**config.mk**
```make
export PLATFORM = sky130hd
export DESIGN_NAME = nns_ctrl
export DESIGN_NICKNAME = d
export VERILOG_FILES = /design/src/design/nns_pkg.sv /design/src/design/nns_ctrl.sv
export SDC_FILE = /design/constraint.sdc
export NUM_CORES = 1
export LEC_CHECK = 0
export BUFFER_PORTS_ARGS = -buffer_cell sky130_fd_sc_hd__buf_2
export CAP_MARGIN = 20
export CORE_AREA = 2 2 39 41
export CTS_BUF_LIST = sky130_fd_sc_hd__clkbuf_8
export DETAILED_ROUTE_END_ITERATION = 10
export DIE_AREA = 0 0 41 43
export GPL_ROUTABILITY_DRIVEN = 0
export PLACE_DENSITY = 0.66
export SKIP_LAST_GASP = 1
export SLEW_MARGIN = 10
export SYNTH_ARGS = -nofsm -noshare
export SYNTH_HDL_FRONTEND = slang
export SYNTH_SLANG_ARGS = --single-unit
```
**constraint.sdc**
```tcl
create_clock -name i_clk -period 3.2 [get_ports i_clk]
set_input_delay 0.16 -clock i_clk [delete_from_list [all_inputs] [get_ports i_clk]]
set_output_delay 0.16 -clock i_clk [all_outputs]
set_load 0.05 [all_outputs]
```
**src/design/nns_pkg.sv**
```systemverilog
// Shared types and constants for the nearest-neighbor scaler.
// Used by nns_ctrl, nns_datapath and nearest_neighbor_scaler.
package nns_pkg;

    localparam int CFG_W       = 9;
    localparam int CFG_IDX_W   = 3;
    localparam int POS_W       = 8;
    localparam int COLOR_W     = 24;
    localparam int ALPHA_W     = 8;
    localparam int PIXEL_W     = COLOR_W + ALPHA_W;
    localparam int QUO_W       = POS_W + 1;
    localparam int DIVD_W      = POS_W + CFG_W;
    localparam int PROD_W      = 2 * CFG_W;
    localparam int STEP_W      = $clog2(QUO_W);
    localparam int CFG_MAX     = (1 << CFG_W) - 1;

    localparam int DEF_MAX_WIDTH  = 256;
    localparam int DEF_MAX_HEIGHT = 256;

    localparam logic [CFG_W-1:0] SRC_SIZE_RST = CFG_W'(256);
    localparam logic [CFG_W-1:0] DST_SIZE_RST = '0;

    typedef enum logic [CFG_IDX_W-1:0] {
        CFG_SRC_WIDTH  = 3'd0,
        CFG_SRC_HEIGHT = 3'd1,
        CFG_DST_WIDTH  = 3'd2,
        CFG_DST_HEIGHT = 3'd3
    } t_cfg_idx;

    typedef enum logic [2:0] {
        S_IDLE,
        S_DECODE,
        S_WRITE,
        S_DIV_X,
        S_DIV_Y,
        S_ADDR,
        S_READ,
        S_RESULT
    } t_state;

    typedef struct packed {
        logic latch_in;
        logic decode;
        logic div_step;
        logic div_next_y;
        logic store_y;
        logic calc_addr;
        logic mem_wr;
        logic mem_rd;
        logic load_out;
    } t_cmd;

    typedef struct packed {
        logic is_read;
        logic wr_ok;
        logic rd_ok;
        logic out_busy;
    } t_sts;

endpackage

```
**src/design/nns_ctrl.sv**
```systemverilog
// Controller state machine for the nearest-neighbor scaler.
// Depends on nns_pkg; drives the commands of nns_datapath.
module nns_ctrl
    import nns_pkg::*;
(
    input  logic i_clk,
    input  logic i_rst_n,
    input  logic i_in_valid,
    output logic o_in_ready,
    input  t_sts i_sts,
    output t_cmd o_cmd
);

    t_state              r_state, n_state;
    logic [STEP_W-1:0]   r_step, n_step;
    logic                step_last;

    assign step_last = (r_step == STEP_W'(QUO_W - 1));

    always_ff @(posedge i_clk) begin
        if (!i_rst_n) begin
            r_state <= S_IDLE;
            r_step  <= '0;
        end else begin
            r_state <= n_state;
            r_step  <= n_step;
        end
    end

    always_comb begin
        n_state = r_state;
        n_step  = r_step;
        case (r_state)
            S_IDLE: begin
                if (i_in_valid) n_state = S_DECODE;
            end
            S_DECODE: begin
                n_step = '0;
                if (!i_sts.is_read) begin
                    n_state = i_sts.wr_ok ? S_WRITE : S_IDLE;
                end else begin
                    n_state = i_sts.rd_ok ? S_DIV_X : S_RESULT;
                end
            end
            S_WRITE: begin
                n_state = S_IDLE;
            end
            S_DIV_X: begin
                if (step_last) begin
                    n_step  = '0;
                    n_state = S_DIV_Y;
                end else begin
                    n_step = r_step + 1'b1;
                end
            end
            S_DIV_Y: begin
                if (step_last) begin
                    n_step  = '0;
                    n_state = S_ADDR;
                end else begin
                    n_step = r_step + 1'b1;
                end
            end
            S_ADDR: begin
                n_state = S_READ;
            end
            S_READ: begin
                n_state = S_RESULT;
            end
            S_RESULT: begin
                if (!i_sts.out_busy) n_state = S_IDLE;
            end
            default: begin
                n_state = S_IDLE;
            end
        endcase
    end

    always_comb begin
        o_cmd      = '0;
        o_in_ready = 1'b0;
        case (r_state)
            S_IDLE: begin
                o_in_ready      = 1'b1;
                o_cmd.latch_in  = i_in_valid;
            end
            S_DECODE: begin
                o_cmd.decode = 1'b1;
            end
            S_WRITE: begin
                o_cmd.mem_wr = 1'b1;
            end
            S_DIV_X: begin
                o_cmd.div_step   = 1'b1;
                o_cmd.div_next_y = step_last;
            end
            S_DIV_Y: begin
                o_cmd.div_step = 1'b1;
                o_cmd.store_y  = step_last;
            end
            S_ADDR: begin
                o_cmd.calc_addr = 1'b1;
            end
            S_READ: begin
                o_cmd.mem_rd = 1'b1;
            end
            S_RESULT: begin
                o_cmd.load_out = !i_sts.out_busy;
            end
            default: begin
                o_cmd = '0;
            end
        endcase
    end

endmodule

```
After elaboration in Yosys (flattened, before gate mapping)
Cells that the tools add are included.

word-level totals
  ROM bits = 0
  memories kept = 0
  flip-flop bits (word level) = 7
  bits in writable memories = 0
  output and inout bits = 10
  bits in latches = 0

cells by class
  add/sub/neg operators = 1
  magnitude comparators = 0
  multipliers = 0
  reductions and logical operators = 5
  shift-type cells = 0
  div/mod/pow operators = 0
  muxes and demuxes = 20
  bitwise operators = 0
  equality and inequality tests = 12

operators with widths
  cell                                                  count
  case mux 3 bit (8 select lines)                       1
  2-to-1 mux 3 bit                                      6
  equality test 3 bit (second input constant)           4
  2-to-1 mux 1 bit                                      10
  != test 2 bit (second input constant)                 4
  case mux 4 bit (2 select lines)                       1
  equality test 3 x 2 -> 1 bit (second input constant)  2
  adder 4 x 1 -> 4 bit (second input constant)          1
  equality test 4 bit (second input constant)           1
  2-to-1 mux 4 bit                                      1
  AND reduction 4 bit                                   1
  equality test 3 x 1 -> 1 bit (second input constant)  1
  zero test 3 bit                                       1
  2-to-1 mux 2 bit                                      1
  nonzero test 2 bit                                    1
  OR reduction 2 bit                                    1
  zero test 1 bit                                       1

Logic depth before layout (Yosys ltp)
Gate-level depths: netlist of the first run.

  depth in word-level cells = 3
  gate-level depth with buffers = 6
  gate-level depth less buffers = 6

Least setup slack after synthesis of the first run
OpenSTA, ideal clock, no wires.

  path kind = flip-flop to output port
  start = register r_state[1]
  end = output port o_cmd[8] in the netlist's numbering
  path slack = 833 ps
  buffers on the path = 1
  arrival = 2,207 ps
  stages on the path, launching flop included = 4
  cells stage by stage = dfxtp_1 -> clkbuf_1 -> nor3_1 -> and2_1

RTL lines
  what                    line            text
  start, declared         nns_ctrl.sv:14  t_state r_state, n_state;
  start signal, assigned  nns_ctrl.sv:25  r_state <= n_state;
  end, declared           nns_ctrl.sv:11  output t_cmd o_cmd

==> summary.txt, run 1 <==
Outcome
  • Status: complete, no violations

Yosys
  • Cell count after synthesis: 68
  • Ranking of synthesized cells by area: dfxtp_1 (27%), nor2_1 (5.8%), nand2_1 (5.1%)
  • Dominant cell by count in the synthesized netlist: nor2_1
  • Synthesized flop and latch total: 7
  • Async set-reset flop share out of synthesis: 0%
  • Yosys Warn Count: 0
  • Syn Area/Cell: 7.62 um^2
  • Post-synth top cells: nor2_1 (8), dfxtp_1 (7), nand2_1 (7)
  • Synth area leader: dfxtp_1
  • Top_reg_cell synth: dfxtp_1
  • Register area share after synthesis: 27.1%
  • Synth Net Count: 77
  • Mapped Area: 518 um^2
  • Yosys cell types: 29
  • EDFF count, synth: 0
  • Post-synth top area share: 27.1%

Placement
  • Post-DP HPWL: 751 um
  • Dpl cell area: 604 um^2
  • IO Port Bufs: 16

Flow run
  • Max Cap Viol: 0

Detailed routing
  • Vias: 483
  • Antenna-violating nets left: 0
  • Vias/cell: 4.78
  • Remaining routing DRC violations: 0
  • Final wirelength: 1010 um
  • Iter 0 DRT Violations: 8
  • First-pass DRT Iterations: 4
  • Routed length per instance: 10.0 um

Clocking
  • CTS tree: yes
  • Hold-fix buffers, CTS: 0
  • Skew-Pair Late Insertion Delay: 0.22 ns
  • Post-CTS setup buffer count: 0
  • Inserted Clock Buffers: 3
  • Clock buffer depth: 2
  • Clock Sinks: 7
  • Root Driver: clkbuf_8
  • H-tree Lvls: 1
  • CTS resizes: 0
  • Reg clk slew, reported paths: 0.04 ns

Finish
  • Final Instance Area: 649 um^2
  • Final #Nets: 95
  • Share of layout cells above drive strength 1: 27.1%
  • Core Util, Final: 46.9%
  • Diode count: 0
  • Area growth from synthesis to layout: 25.4%

Timing
  • Unrepaired setup endpoints after global routing: false
  • Setup TNS: 0 ns
  • Worst-margin pin slew: 0.498 ns
  • Setup-failing EPs final: 0
  • Endpoints failing hold: 0
  • Max Slew Vio Count: 0
  • Period minus WS final: 1.79 ns
  • Peak Freq: 558 MHz
  • Rel. slew slack: 66.8%
  • Final Cycle Share: 56.0%
  • Setup Skew: 0.000135 ns

Critical path
  • Top delay family on crit path: simple AND/OR/NAND/NOR gates
  • WP buf/inv: 1
  • RR Endpoint: r_state[2]
  • Critical Path Stages: 3
  • Worst EP arrival: 1.63 ns
  • Critical path capture point type: output pin
  • Slowest CP cell: dfxtp_1
  • R2r worst-path depth: 4
  • Setup Crit Path Kind: register to output pin
  • R2R setup slack: 1.62 ns
  • Reg2reg start: r_state[2]
  • Startpoint types: register
  • Max incr delay on CP: 0.55 ns
  • Req. time, crit path: 3.04 ns
  • CP Cell Sequence: or3b_4, nor2_1, buf_2
  • Critical Path Fanout Max: 14

Global routing
  • GRT met3 Usage: 4.71%
  • Met1 GRT Util: 19.5%
  • Tot GR Track Use: 14.0%
  • Met2 usage: 18.1%
  • Largest net degree at the start of global routing: 17
  • Number of antenna violations at the first check in global routing: 0
  • Gr busiest metal: met1
  • Global-route wire length before repair: 1660 um
  • Global route total overflow: 0
  • Vias in the first global route: 402

Worst hold path
  • Hold crit path type: primary input to register
  • Hold EP: r_state[2]
  • Worst Hold Launch: i_rst_n
  • Hold depth: 2

Die
  • Count of standard-cell rows: 14
  • I/O pin count: 17
  • Starting density of the core: 37.4%
  • Die Area: 1760 um^2
  • Chip width: 41 um
  • DIE HEIGHT: 43 um
  • CORE AREA: 1380 um^2

Power
  • Pwr/cell area: 1000 nW/um^2
  • Total power: 652 uW
  • Max VDD drop: 474 uV
  • Leakage: 0.321 nW
==> state kept, by name (all words and copies together) (netlist names) <==
signal   flops
r_state      3
r_step       4
==> final cells by class <==
cell class,instances,area [um^2]
Sequential cell,7,140
Timing Repair Buffer,16,80.1
Multi-Input combinational cell,53,345
Tap cell,16,20.0
Clock inverter,1,3.75
Inverter,5,18.8
Clock buffer,3,41.3
Fill cell,149,734
==> worst max-delay path by stage <==
| stage | startpoint | to | slack [ns] |
|---|---|---|---|
| after CTS | r_state[2] | o_cmd[4] | 1.40 |
| final | r_state[2] | o_cmd[4] | 1.41 |
| after floorplan | r_state[1] | o_cmd[8] | 0.83 |
| after global routing | r_state[2] | o_cmd[4] | 1.35 |
| after detailed placement | r_state[2] | r_state[2] | 1.64 |
| after global placement | r_state[2] | o_cmd[4] | 1.66 |
==> worst reg2reg max path: stages, from the launching register on <==
cell      delay (ns)
dfxtp_1         0.55
or3b_4          0.46
a21boi_4        0.22
o21bai_1        0.10
o311a_1         0.13
==> cell families (layout without fill, tap and decap cells) <==
kind of cell	Yosys count	after routing	share of synthesized area, %
and+or+nand+nor	34	34	35.7
muxes	2	2	3.86
adders and majority gates	2	2	4.83
AOI/OAI and AO/OA	14	14	20.5
xor gates and xnor gates	1	1	1.69
DFF	7	7	27.1
buffers and inverters	8	25	6.28
==> through the flow <==
| stage | setup slack, ns | cells | hold slack, ns |
|---|---|---|---|
| after global routing | 1.35 | 101 | 0.218 |
| after detailed placement | 1.64 | 97 | 0.440 |
| final | 1.41 | 101 | 0.210 |
| after global placement | 1.66 | 97 | 0.436 |
| after floorplan | 0.833 | 68 | 0.291 |
| after CTS | 1.40 | 101 | 0.204 |
==> routing by layer <==
| metal | part of all wire (%) | wire length, um |
|---|---|---|
| met5 | 0 | 0 |
| met4 | 1.9 | 19 |
| met3 | 3.8 | 38 |
| met2 | 44 | 441 |
| met1 | 51 | 512 |
==> power by group <==
part	switching, mW	leakage [nW]	total, mW	internal (mW)
combinational	0.236	0.236	0.360	0.124
sequential	0.0634	0.0572	0.174	0.111
clock	0.0347	0.0269	0.117	0.0826
==> cells in the final DEF, fill, tap and decap left out, types with 2 or more instances in the layout <==
master    Yosys  final
buf_2         2     16
ha_1          2      2
nand2_1       7      7
nand2b_1      2      2
o21ai_1       2      2
dfxtp_1       7      7
o21ai_0       2      2
inv_1         5      6
nor3b_1       3      3
nor2b_1       2      2
clkbuf_8      0      3
nand3_1       2      2
mux2i_1       2      2
nand3b_1      2      2
a21oi_1       4      4
nor2_1        8      8
and2_1        3      3
No activity file was read; power rests on OpenSTA's default activity.
==> run 2: changes to the inputs <==
- PLACE_DENSITY: 0.66 -> 0.68
- clock period: 3.2 -> 1.6 ns (I/O delays scaled with it)
==> run 2 against run 1 <==
Net effect:
- core utilization up 2.7 points
- combinational power up 140%
- global-route usage increased by 2.0 points
- register-to-register slack worse by 1.4 ns
- largest cell class unchanged
- non-clock buffer count is 3 higher
- worst setup slack got worse by 1.3 ns
- routed wire length up 9.9%
- critical path depth unchanged
- power is 110% higher
- sequential power is 51% higher
- clock skew is 0.0016 ns higher
==> summary.txt, run 2 (synthesized netlist as in run 1, its figures left out) <==
Power
  • Sw Share: 50.3% (-0.98 points)
  • Comb power frac: 63.6% (+8.3 points)
  • Internal: 685 uW (+120%)
  • Max VDD drop: 624 uV (+32%)
  • Pwr/cell area: 2010 nW/um^2 (+100%)
  • Reg power frac: 19.0% (-7.7 points)
  • Switching power: 693 uW (+110%)
  • Clock share of power: 17.4% (-0.6 points)
  • Leakage: 0.341 nW (+6.3%)

Finish
  • Fill cell count: 137 (-8.1%)
  • Top Registers: r_step x4, r_state x3
  • Most common cell after layout, fill and taps aside: buf_2
  • Seq. cell area: 140 um^2 (unchanged)
  • Share of layout cells above drive strength 1: 33.0% (+5.9 points)
  • Max FFs per register: 4 (unchanged)
  • Diode count: 0 (unchanged)
  • Final #Nets: 98 (+3.2%)
  • Footprint of the multi-input gates: 360 um^2 (+4.3%)
  • Top reg by flops: r_step
  • Area growth from synthesis to layout: 32.6%
  • Most frequent cells in the layout: buf_2 (16), nor2_1 (8), nand2_1 (7), dfxtp_1 (7), inv_1 (6)
  • Core Util, Final: 49.6% (+2.7 points)

Timing
  • Period minus WS final: 1.46 ns
  • Rel. slew slack: 72.7% (+5.9 points)
  • Setup Skew: 0.00178 ns (+0.00165 ns)
  • Setup-failing EPs final: 0 (unchanged)
  • Peak Freq: 683 MHz
  • Worst-margin pin slew: 0.406 ns (-0.0921 ns)
  • Final Cycle Share: 91.4%
  • Unrepaired setup endpoints after global routing: false
  • Endpoints failing hold: 0 (unchanged)
  • Max Slew Vio Count: 0 (unchanged)
  • Setup TNS: 0 ns (unchanged)

Detailed routing
  • Remaining routing DRC violations: 0 (unchanged)
  • Routed length per instance: 10.7 um (+6.7%)
  • Vias: 524 (+8.5%)
  • Antenna-violating nets left: 0 (unchanged)
  • Vias/cell: 5.04 (+5.4%)
  • Final wirelength: 1110 um (+9.9%)
  • Iter 0 DRT Violations: 9 (+1)
  • First-pass DRT Iterations: 4 (unchanged)

Clocking
  • Hold-fix buffers, CTS: 0 (unchanged)
  • CTS tree: yes
  • Clock Sinks: 7 (unchanged)
  • Post-CTS setup buffer count: 0 (unchanged)
  • Root Driver: clkbuf_8
  • Inserted Clock Buffers: 3 (unchanged)
  • Skew-Pair Late Insertion Delay: 0.23 ns (about the same)
  • Clock buffer depth: 2 (unchanged)
  • CTS resizes: 0 (unchanged)
  • Reg clk slew, reported paths: 0.04 ns (about the same)
  • H-tree Lvls: 1 (unchanged)

Flow run
  • Max Cap Viol: 0 (unchanged)

Worst hold path
  • Hold crit path type: primary input to register
  • Hold depth: 2 (unchanged)

Die
  • Count of standard-cell rows: 14 (unchanged)
  • CORE AREA: 1380 um^2 (unchanged)
  • DIE HEIGHT: 43 um (unchanged)
  • I/O pin count: 17 (unchanged)
  • Die Area: 1760 um^2 (unchanged)
  • Starting density of the core: 37.4% (unchanged)
  • Chip width: 41 um (unchanged)

Global routing
  • Largest net degree at the start of global routing: 13 (-4)
  • Tot GR Track Use: 16.0% (+2.0 points)
  • Vias in the first global route: 497 (+24%)
  • Number of antenna violations at the first check in global routing: 0 (unchanged)
  • Global route total overflow: 0 (unchanged)
  • Global-route wire length before repair: 1920 um (+16%)

Critical path
  • Worst EP arrival: 1.38 ns (-0.25 ns)
  • Req. time, crit path: 1.52 ns (-1.52 ns)
  • R2r worst-path depth: 4 (unchanged)
  • Critical path capture point type: output pin
  • Critical Path Fanout Max: 5 (-9)
  • Startpoint types: register
  • Setup Crit Path Kind: register to output pin

Placement
  • Post-DP HPWL: 825 um (+9.9%)
  • IO Port Bufs: 16 (unchanged)

Outcome
  • Status: complete, no violations
## run 2: cell count changes in the layout (fill, tap and decap cells not counted), sizes merged
cell / delta
buf: +3
## run 2: critical path, stage by stage, from the launching register on
cell	delay, ns
dfxtp_1	0.35
or3b_4	0.42
nor2_1	0.12
buf_2	0.27
## run 2: layer usage
metal  wire, um  GRT usage, %  vias up
met5          0             0        -
met3         46          4.71        4
met2        527          23.4       10
met1        514          19.5      238
li1           -             -      272
met4         23          10.0        0
## run 2: stage by stage
step	total power, mW	std cells	cell area, um^2	setup WS, ns	hold slack, ns
after floorplan	0.962	68	533	-0.215	0.211
after global placement	1.13	100	642	0.289	0.357
after detailed placement	1.14	100	642	0.252	0.363
after CTS	1.39	104	687	0.126	0.125
after global routing	1.48	104	687	0.0752	0.138
final	1.38	104	687	0.137	0.128
## run 2: power groups by stage
stage / combinational, mW / clock [mW] / sequential, mW
CTS: 0.880 / 0.245 / 0.263
global route: 0.957 / 0.253 / 0.269
floorplan: 0.695 / 0 / 0.267
global placement: 0.871 / 0 / 0.263
finish: 0.877 / 0.239 / 0.262
detailed placement: 0.876 / 0 / 0.265
## run 2: layout make-up
cell class                      count  share of cell area (%)
Inverter                            5                    2.73
Tap cell                           16                    2.91
Timing Repair Buffer               19                    14.9
Clock inverter                      1                   0.546
Clock buffer                        3                    6.01
Sequential cell                     7                    20.4
Multi-Input combinational cell     53                    52.5
## run 2: worst paths after layout
check / from / end / slack (ns)
max: r_state[1] / o_cmd[4] / 0.14
min: i_rst_n / r_state[2] / 0.13
max reg2reg: r_state[1] / r_state[2] / 0.26
min reg2reg: r_step[3] / r_step[3] / 0.49
